--- config.mk ---
export PLATFORM = sky130hd
export DESIGN_NAME = utf8_string_validator
export DESIGN_NICKNAME = d
export VERILOG_FILES = /design/src/rtl/core/u8v_pkg.sv /design/src/rtl/core/u8v_in_reg.sv /design/src/rtl/core/u8v_decode.sv /design/src/rtl/core/u8v_out_reg.sv /design/src/rtl/core/utf8_string_validator.sv
export SDC_FILE = /design/constraint.sdc
export NUM_CORES = 1
export LEC_CHECK = 0
export BUFFER_PORTS_ARGS = -buffer_cell sky130_fd_sc_hd__buf_2
export CORE_UTILIZATION = 44
export CTS_CLUSTER_SIZE = 8
export DETAILED_ROUTE_END_ITERATION = 16
export GPL_TIMING_DRIVEN = 0
export PLACE_DENSITY = 0.72
export REMOVE_ABC_BUFFERS = 1
export SETUP_SLACK_MARGIN = 0.1
export SLEW_MARGIN = 30
export SYNTH_ARGS = -nofsm -noshare
export SYNTH_HDL_FRONTEND = slang
export SYNTH_HIERARCHICAL = 1
export SYNTH_SLANG_ARGS = --single-unit
--- constraint.sdc ---
create_clock -name clk -period 7.55 [get_ports clk]
set_clock_uncertainty 0.1 [all_clocks]
set_input_delay 0.3775 -clock clk [delete_from_list [all_inputs] [get_ports clk]]
set_output_delay 0.3775 -clock clk [all_outputs]
set_load 0.05 [all_outputs]
--- src/rtl/core/u8v_pkg.sv ---
// ---------------------------------------------------------------------------
// UTF-8 string validator package
// Widths, byte class limits and the types shared by the validator modules.
// ---------------------------------------------------------------------------
package u8v_pkg;

	localparam int BYTE_W  = 8;
	localparam int COUNT_W = BYTE_W + 1;
	localparam int PEND_W  = 2;
	localparam int CP_W    = 21;

	localparam logic [BYTE_W-1:0] MAX_LENGTH_RST = 8'd128;

	localparam logic [BYTE_W-1:0] LEAD2_LO   = 8'hC2;
	localparam logic [BYTE_W-1:0] LEAD2_HI   = 8'hDF;
	localparam logic [BYTE_W-1:0] LEAD3_LO   = 8'hE0;
	localparam logic [BYTE_W-1:0] LEAD3_HI   = 8'hEF;
	localparam logic [BYTE_W-1:0] LEAD4_LO   = 8'hF0;
	localparam logic [BYTE_W-1:0] LEAD4_HI   = 8'hF4;
	localparam logic [BYTE_W-1:0] CONT_MASK  = 8'hC0;
	localparam logic [BYTE_W-1:0] CONT_MARK  = 8'h80;
	localparam logic [BYTE_W-1:0] ASCII_LIM  = 8'h80;
	localparam logic [BYTE_W-1:0] NUL_BYTE   = 8'h00;

	localparam logic [CP_W-1:0] CP_MAX     = 21'h10FFFF;
	localparam logic [CP_W-1:0] SURR_LO    = 21'h00D800;
	localparam logic [CP_W-1:0] SURR_HI    = 21'h00DFFF;
	localparam logic [CP_W-1:0] MIN_TWO    = 21'h000080;
	localparam logic [CP_W-1:0] MIN_THREE  = 21'h000800;
	localparam logic [CP_W-1:0] MIN_FOUR   = 21'h010000;

	localparam logic [PEND_W-1:0] SEQ_NONE  = 2'd0;
	localparam logic [PEND_W-1:0] SEQ_TWO   = 2'd1;
	localparam logic [PEND_W-1:0] SEQ_THREE = 2'd2;
	localparam logic [PEND_W-1:0] SEQ_FOUR  = 2'd3;

	// One input beat as held in the input register.
	typedef struct packed {
		logic [BYTE_W-1:0] data_byte;
		logic              has_byte;
		logic              is_last;
	} beat_t;

	// Input stage handing a beat to the decoder.
	typedef struct packed {
		logic  step;
		beat_t beat;
	} stage_t;

endpackage

--- src/rtl/core/u8v_in_reg.sv ---
// ---------------------------------------------------------------------------
// UTF-8 validator input register
// Holds one accepted beat and releases it; a closing beat waits until the result side has room.
// ---------------------------------------------------------------------------
module u8v_in_reg (
	input  logic                       clk,
	input  logic                       arst_n,
	input  logic                       s_axis_tvalid,
	output logic                       s_axis_tready,
	input  logic [u8v_pkg::BYTE_W-1:0] s_axis_tdata,
	input  logic                       s_axis_tuser,
	input  logic                       s_axis_tlast,
	input  logic                       out_free,
	output u8v_pkg::stage_t            stage
);
	import u8v_pkg::*;

	logic  valid_s1;
	beat_t beat_s1;
	logic  advance;

	// Only a closing beat needs a free result slot.
	assign advance       = valid_s1 && (!beat_s1.is_last || out_free);
	assign s_axis_tready = !valid_s1 || advance;

	always_ff @(posedge clk or negedge arst_n) begin
		if (!arst_n) begin
			valid_s1 <= 1'b0;
		end else if (s_axis_tready) begin
			valid_s1 <= s_axis_tvalid;
		end
	end

	always_ff @(posedge clk) begin
		if (s_axis_tvalid && s_axis_tready) begin
			beat_s1.data_byte <= s_axis_tdata;
			beat_s1.has_byte  <= s_axis_tuser;
			beat_s1.is_last   <= s_axis_tlast;
		end
	end

	assign stage.step = advance;
	assign stage.beat = beat_s1;

endmodule

--- src/rtl/core/u8v_decode.sv ---
// ---------------------------------------------------------------------------
// UTF-8 validator decoder
// Per-string decode state and the combinational update for one byte.
// ---------------------------------------------------------------------------
module u8v_decode (
	input  logic                       clk,
	input  logic                       arst_n,
	input  u8v_pkg::stage_t            stage,
	input  logic [u8v_pkg::BYTE_W-1:0] max_length,
	output logic                       verdict
);
	import u8v_pkg::*;

	logic [COUNT_W-1:0] count_q, count_d;
	logic [PEND_W-1:0]  pend_q, pend_d;
	logic [PEND_W-1:0]  seq_q, seq_d;
	logic [CP_W-1:0]    cp_q, cp_d;
	logic               failed_q, failed_d;

	logic [COUNT_W-1:0] max_ext;
	logic [BYTE_W-1:0]  b;
	logic [CP_W-1:0]    cp_cont;
	logic               cp_bad;

	assign max_ext = {1'b0, max_length};
	assign b       = stage.beat.data_byte;
	assign cp_cont = {cp_q[CP_W-7:0], b[5:0]};

	// Range check of a code point completed by this continuation byte.
	always_comb begin
		cp_bad = (cp_cont > CP_MAX) || ((cp_cont >= SURR_LO) && (cp_cont <= SURR_HI));
		case (seq_q)
			SEQ_TWO:   cp_bad = cp_bad || (cp_cont < MIN_TWO);
			SEQ_THREE: cp_bad = cp_bad || (cp_cont < MIN_THREE);
			SEQ_FOUR:  cp_bad = cp_bad || (cp_cont < MIN_FOUR);
			default:   cp_bad = cp_bad;
		endcase
	end

	always_comb begin
		count_d  = count_q;
		pend_d   = pend_q;
		seq_d    = seq_q;
		cp_d     = cp_q;
		failed_d = failed_q;
		if (stage.beat.has_byte) begin
			if (count_q <= max_ext) begin
				count_d = count_q + 1'b1;
			end
			if (count_d > max_ext) begin
				failed_d = 1'b1;
			end
			if (pend_q == SEQ_NONE) begin
				if (b == NUL_BYTE) begin
					failed_d = 1'b1;
				end else if (b < ASCII_LIM) begin
					failed_d = failed_d;
				end else if (b inside {[LEAD2_LO:LEAD2_HI]}) begin
					pend_d = SEQ_TWO;
					seq_d  = SEQ_TWO;
					cp_d   = {{(CP_W-5){1'b0}}, b[4:0]};
				end else if (b inside {[LEAD3_LO:LEAD3_HI]}) begin
					pend_d = SEQ_THREE;
					seq_d  = SEQ_THREE;
					cp_d   = {{(CP_W-4){1'b0}}, b[3:0]};
				end else if (b inside {[LEAD4_LO:LEAD4_HI]}) begin
					pend_d = SEQ_FOUR;
					seq_d  = SEQ_FOUR;
					cp_d   = {{(CP_W-3){1'b0}}, b[2:0]};
				end else begin
					failed_d = 1'b1;
				end
			end else begin
				if ((b & CONT_MASK) != CONT_MARK) begin
					failed_d = 1'b1;
				end
				cp_d   = cp_cont;
				pend_d = pend_q - 1'b1;
				if ((pend_d == SEQ_NONE) && cp_bad) begin
					failed_d = 1'b1;
				end
			end
		end
	end

	assign verdict = !failed_d && (pend_d == SEQ_NONE) && (count_d <= max_ext);

	always_ff @(posedge clk or negedge arst_n) begin
		if (!arst_n) begin
			count_q  <= '0;
			pend_q   <= SEQ_NONE;
			seq_q    <= SEQ_NONE;
			cp_q     <= '0;
			failed_q <= 1'b0;
		end else if (stage.step) begin
			if (stage.beat.is_last) begin
				count_q  <= '0;
				pend_q   <= SEQ_NONE;
				seq_q    <= SEQ_NONE;
				cp_q     <= '0;
				failed_q <= 1'b0;
			end else begin
				count_q  <= count_d;
				pend_q   <= pend_d;
				seq_q    <= seq_d;
				cp_q     <= cp_d;
				failed_q <= failed_d;
			end
		end
	end

endmodule

--- src/rtl/core/u8v_out_reg.sv ---
// ---------------------------------------------------------------------------
// UTF-8 validator result register
// Holds one verdict until the downstream side takes it.
// ---------------------------------------------------------------------------
module u8v_out_reg (
	input  logic                       clk,
	input  logic                       arst_n,
	input  logic                       load,
	input  logic                       verdict,
	output logic                       out_free,
	output logic                       m_axis_tvalid,
	input  logic                       m_axis_tready,
	output logic [u8v_pkg::BYTE_W-1:0] m_axis_tdata
);
	import u8v_pkg::*;

	logic valid_q;
	logic verdict_q;

	assign out_free = !valid_q || m_axis_tready;

	always_ff @(posedge clk or negedge arst_n) begin
		if (!arst_n) begin
			valid_q <= 1'b0;
		end else if (out_free) begin
			valid_q <= load;
		end
	end

	always_ff @(posedge clk) begin
		if (load && out_free) begin
			verdict_q <= verdict;
		end
	end

	assign m_axis_tvalid = valid_q;
	assign m_axis_tdata  = {{(BYTE_W-1){1'b0}}, verdict_q};

endmodule

--- src/rtl/core/utf8_string_validator.sv ---
// ---------------------------------------------------------------------------
// UTF-8 string validator
// Checks a byte stream as strict UTF-8 within a programmable length limit
// and reports one verdict beat per string.
// ---------------------------------------------------------------------------
//
//   Channel   Direction  Beat contents
//   s_axis    in         tdata = data_byte, tuser = has_byte, tlast = is_last
//   m_axis    out        tdata[0] = string_valid, upper bits zero
//   cfg       in         cfg_data = max_length
//
// One input beat per cycle is sustained unless a closing beat waits for the
// result register. A beat is registered in the input stage and decoded by one
// level of logic in the following cycle; a closing beat loads its verdict into
// the result register, setting m_axis_tvalid, when it leaves the input. Reset
// clears the string state and sets max_length to 128. While a verdict waits
// unclaimed, the input stage still takes and decodes beats that do not close
// a string; only a second closing beat stalls until the result register frees.
//
module utf8_string_validator (
	input  logic                       clk,
	input  logic                       arst_n,
	input  logic                       s_axis_tvalid,
	output logic                       s_axis_tready,
	input  logic [u8v_pkg::BYTE_W-1:0] s_axis_tdata,  // [7:0] data_byte
	input  logic                       s_axis_tuser,  // [0] has_byte
	input  logic                       s_axis_tlast,
	output logic                       m_axis_tvalid,
	input  logic                       m_axis_tready,
	output logic [u8v_pkg::BYTE_W-1:0] m_axis_tdata,  // [0] string_valid, [7:1] zero
	input  logic                       cfg_valid,
	output logic                       cfg_ready,
	input  logic [u8v_pkg::BYTE_W-1:0] cfg_data
);
	import u8v_pkg::*;

	logic [BYTE_W-1:0] max_length_q;
	stage_t            stage;
	logic              out_free;
	logic              verdict;

	// The limit register takes a write in any cycle; the user is to change it only
	// between strings, which the block does not enforce, and it has no decoder interlock.
	assign cfg_ready = 1'b1;

	always_ff @(posedge clk or negedge arst_n) begin
		if (!arst_n) begin
			max_length_q <= MAX_LENGTH_RST;
		end else if (cfg_valid && cfg_ready) begin
			max_length_q <= cfg_data;
		end
	end

	// Input stage: holds the accepted beat for the decoder.
	u8v_in_reg u_in_reg (
		.clk           (clk),
		.arst_n        (arst_n),
		.s_axis_tvalid (s_axis_tvalid),
		.s_axis_tready (s_axis_tready),
		.s_axis_tdata  (s_axis_tdata),
		.s_axis_tuser  (s_axis_tuser),
		.s_axis_tlast  (s_axis_tlast),
		.out_free      (out_free),
		.stage         (stage)
	);

	// Decoder: byte count, open sequence and the sticky failure flag. The
	// verdict it forms already includes the byte of the closing beat.
	u8v_decode u_decode (
		.clk        (clk),
		.arst_n     (arst_n),
		.stage      (stage),
		.max_length (max_length_q),
		.verdict    (verdict)
	);

	// Result register: loads only when a closing beat leaves the input stage.
	u8v_out_reg u_out_reg (
		.clk           (clk),
		.arst_n        (arst_n),
		.load          (stage.step && stage.beat.is_last),
		.verdict       (verdict),
		.out_free      (out_free),
		.m_axis_tvalid (m_axis_tvalid),
		.m_axis_tready (m_axis_tready),
		.m_axis_tdata  (m_axis_tdata)
	);

endmodule

==> impl_metrics.env <==
export IMPL_outcome="completed"
export IMPL_ys_flop_type="dfrtp_1"
export IMPL_drive_above_1_share_pct=17.6
export IMPL_required_ns=7.59
export IMPL_fin_crit_sh_pct=56.3
export IMPL_fillers=716
export IMPL_routed_via_density=5.66
export IMPL_drv_cap=0
export IMPL_post_cts_buffers=0
export IMPL_cts_sinks=50
export IMPL_cts_buffers=5
export IMPL_routabilityCongestion=0.933
export IMPL_cpPeakStageDelay_ns=0.62
export IMPL_core_um2=7290
export IMPL_wire_per_inst_um=15.3
export IMPL_whs_path_depth=1
export IMPL_dieArea_um2=7930
export IMPL_finalNonFillerCells=435
export IMPL_report_final_setup_viol=0
export IMPL_p_leak_nw=1.67
export IMPL_fin_nets=385
export IMPL_yosysMostFrequentCell="dfrtp_1"
export IMPL_rr_startpoint="u_decode/count_q[6]$_DFFE_PN0P_"
export IMPL_ys_ff_latch=50
export IMPL_vias=2461
export IMPL_synth_top_area_share_pct=28.5
export IMPL_die_x_um=89.0
export IMPL_h_tree_depth=2
export IMPL_clk_latency_ns=0.31
export IMPL_met2_usage_pct=29.0
export IMPL_tritoncts="yes"
export IMPL_cts_hold_buf=0
export IMPL_place_hpwl_um=4980
export IMPL_worst_path_max_fanout=11
export IMPL_grt_overflow=0
export IMPL_avgSynthCellArea_um2=10.4
export IMPL_startpoint="u_decode/count_q[6]$_DFFE_PN0P_"
export IMPL_grt_max_degree=40
export IMPL_num_antenna_cells=0
export IMPL_area_growth_pct=7.21
export IMPL_power_w=0.000744
export IMPL_hp_start="s_axis_tdata[0]"
export IMPL_drv_slew=0
export IMPL_dpl_worst_slack_ns=3.37
export IMPL_ys_types=60
export IMPL_ir_drop_mv=0.131
export IMPL_drt_iter0_markers=180
export IMPL_synth_common_cells="dfrtp_1 (38), ha_1 (27), inv_1 (19)"
export IMPL_crit_top_cell="ha_1"
export IMPL_cp_end_kind="register"
export IMPL_yosys_warnings=6
export IMPL_dr_pass1_iters=4
export IMPL_ys_async_sr_fraction_pct=78.0
export IMPL_synth_edff_count=11
export IMPL_use_met1_pct=25.3
export IMPL_antenna_found_initial=0
export IMPL_fin_util_pct=49.0
export IMPL_r2r_end="u_out_reg/verdict_q$_DFFE_PP_"
export IMPL_p_per_area_nw_per_um2=208
export IMPL_rows=31
export IMPL_fin_ws_ns=3.30
export IMPL_antenna_left=0
export IMPL_ctsRootBufferMaster="clkbuf_8"
export IMPL_start_util_pct=45.7
export IMPL_hold_path_end="u_in_reg/stage[2]$_DFFE_PP_"
export IMPL_grt_pass1_wl_um=11000
export IMPL_grt_pass1_vias=2281
export IMPL_synth_area_leaders="dfrtp_1 (29%), ha_1 (10%), edfxtp_1 (9.9%), xnor2_1 (3.7%), mux2_4 (3.6%)"
export IMPL_cts_resized=0
export IMPL_hold_violations=0
export IMPL_dp_cells=426
export IMPL_die_y_um=89.0
export IMPL_gr_usage_met3_pct=3.05
export IMPL_tightest_slew_ns=0.827
export IMPL_final_min_clock_period_ns=4.25
export IMPL_track_usage_pct=18.2
export IMPL_rr_worst_depth=14
export IMPL_top_usage_layer="met2"
export IMPL_fmax_mhz=235
export IMPL_slew_headroom_pct=44.9
export IMPL_slowest_stage="or4_2"
export IMPL_rsz0062_at_grt="no"
export IMPL_synth_seq_area_share_pct=39.2
export IMPL_clk_pin_slew_worst_paths_ns=0.09
export IMPL_drt_wl_total_um=6640
export IMPL_port_buffers=25
export IMPL_yosys_area_top_type="dfrtp_1"
export IMPL_netlist_area_um2=3330
export IMPL_worstPathCellList="ha_1 > a21o_1 > a211o_1 > o211ai_2 > and2_2 > nand3_1 > xnor2_1 > ha_1 > or4_2 > a21oi_1 > o21ai_0 > o32ai_1 > a31oi_1 > nor3_1"
export IMPL_min_path_type="primary input to register"
export IMPL_io_pins=34
export IMPL_tns_ns=0
export IMPL_critical_path_class="register to register"
export IMPL_drc=0
export IMPL_start_kind="register"
export IMPL_reg2reg_slack_ns=3.30
export IMPL_cp_data_arrival_time_ns=4.30
export IMPL_postSynthCellCount=322
export IMPL_clk_path_buf_depth=2
logic make-up after synthesis:
family          after synthesis  synth area share [%]
simple gates                 86                  15.1
flops                        50                  39.2
xor+xnor                     15                  3.94
fa+ha+maj                    27                  10.1
compound gates               79                  17.9
mux                          18                  6.76
buf+inv                      45                  6.72
other cells                   2                 0.225
per-layer routing:
layer / vias to the layer above / wire, um
li1: 1201 / -
met1: 1194 / 3230
met2: 58 / 3080
met3: 8 / 225
met4: 0 / 105
met5: - / 0
registers in the layout, summed over array words and instances, names as in the netlist:
signal / count
u_out_reg/m_axis_tvalid: 1
u_decode/seq_q: 2
u_out_reg/verdict_q: 1
u_in_reg/valid_s1: 1
u_decode/failed_q: 1
u_decode/cp_q: 15
u_in_reg/stage: 10
u_decode/pend_q: 2
max_length_q: 8
u_decode/count_q: 9
worst max-delay path by stage:
stage | slack [ns] | cells past startpoint | end
after floorplan | 3.82 | 15 | u_out_reg/verdict_q$_DFFE_PP_
after global routing | 3.04 | 14 | u_out_reg/verdict_q$_DFFE_PP_
after detailed placement | 3.37 | 14 | u_out_reg/verdict_q$_DFFE_PP_
after global placement | 3.38 | 15 | u_out_reg/verdict_q$_DFFE_PP_
after CTS | 3.32 | 14 | u_out_reg/verdict_q$_DFFE_PP_
final | 3.30 | 14 | u_out_reg/verdict_q$_DFFE_PP_
worst max-delay path: cells and delay by family, from the launching register on:
kind,cells,cell delay (ns)
DFF,1,0.47
xor gates and xnor gates,1,0.15
adders and majority gates,2,0.50
AOI/OAI and AO/OA,7,1.62
and+or+nand+nor,4,1.26
metrics by stage:
stage          cell area, um^2  hold slack (ns)
4_1_cts                   3560            0.119
2_1_floorplan             3200          -0.0181
3_3_place_gp              3450            0.384
3_5_place_dp              3460            0.387
6_report                  3570            0.144
5_1_grt                   3570            0.129
cell usage in the layout (no fill, tap or decap), types with 7 or more instances in the layout:
cell type,instances
clkbuf_8,7
o21ai_0,11
nand2_1,14
conb_1,8
a22o_1,10
inv_1,19
buf_2,24
edfxtp_1,11
nor2_1,14
dfrtp_1,38
nand4_1,10
a21oi_1,9
and2_1,7
mux2_4,8
xnor2_1,14
ha_1,27
power breakdown:
part	switching (W)	internal [W]	total, W
combinational	0.000124	0.0000996	0.000223
sequential	0.0000383	0.000309	0.000347
clock	0.0000891	0.0000841	0.000173
total	0.000251	0.000493	0.000744
final cells by class:
type	instances	area, um^2	area share [%]
Clock buffer	7	96.3	2.70
Clock inverter	1	8.76	0.245
Inverter	19	71.3	2.00
Multi-Input combinational cell	233	1830	51.2
Sequential cell	50	1310	36.6
Tap cell	99	124	3.47
Timing Repair Buffer	26	138	3.85
(Power assumes the default switching activity.)
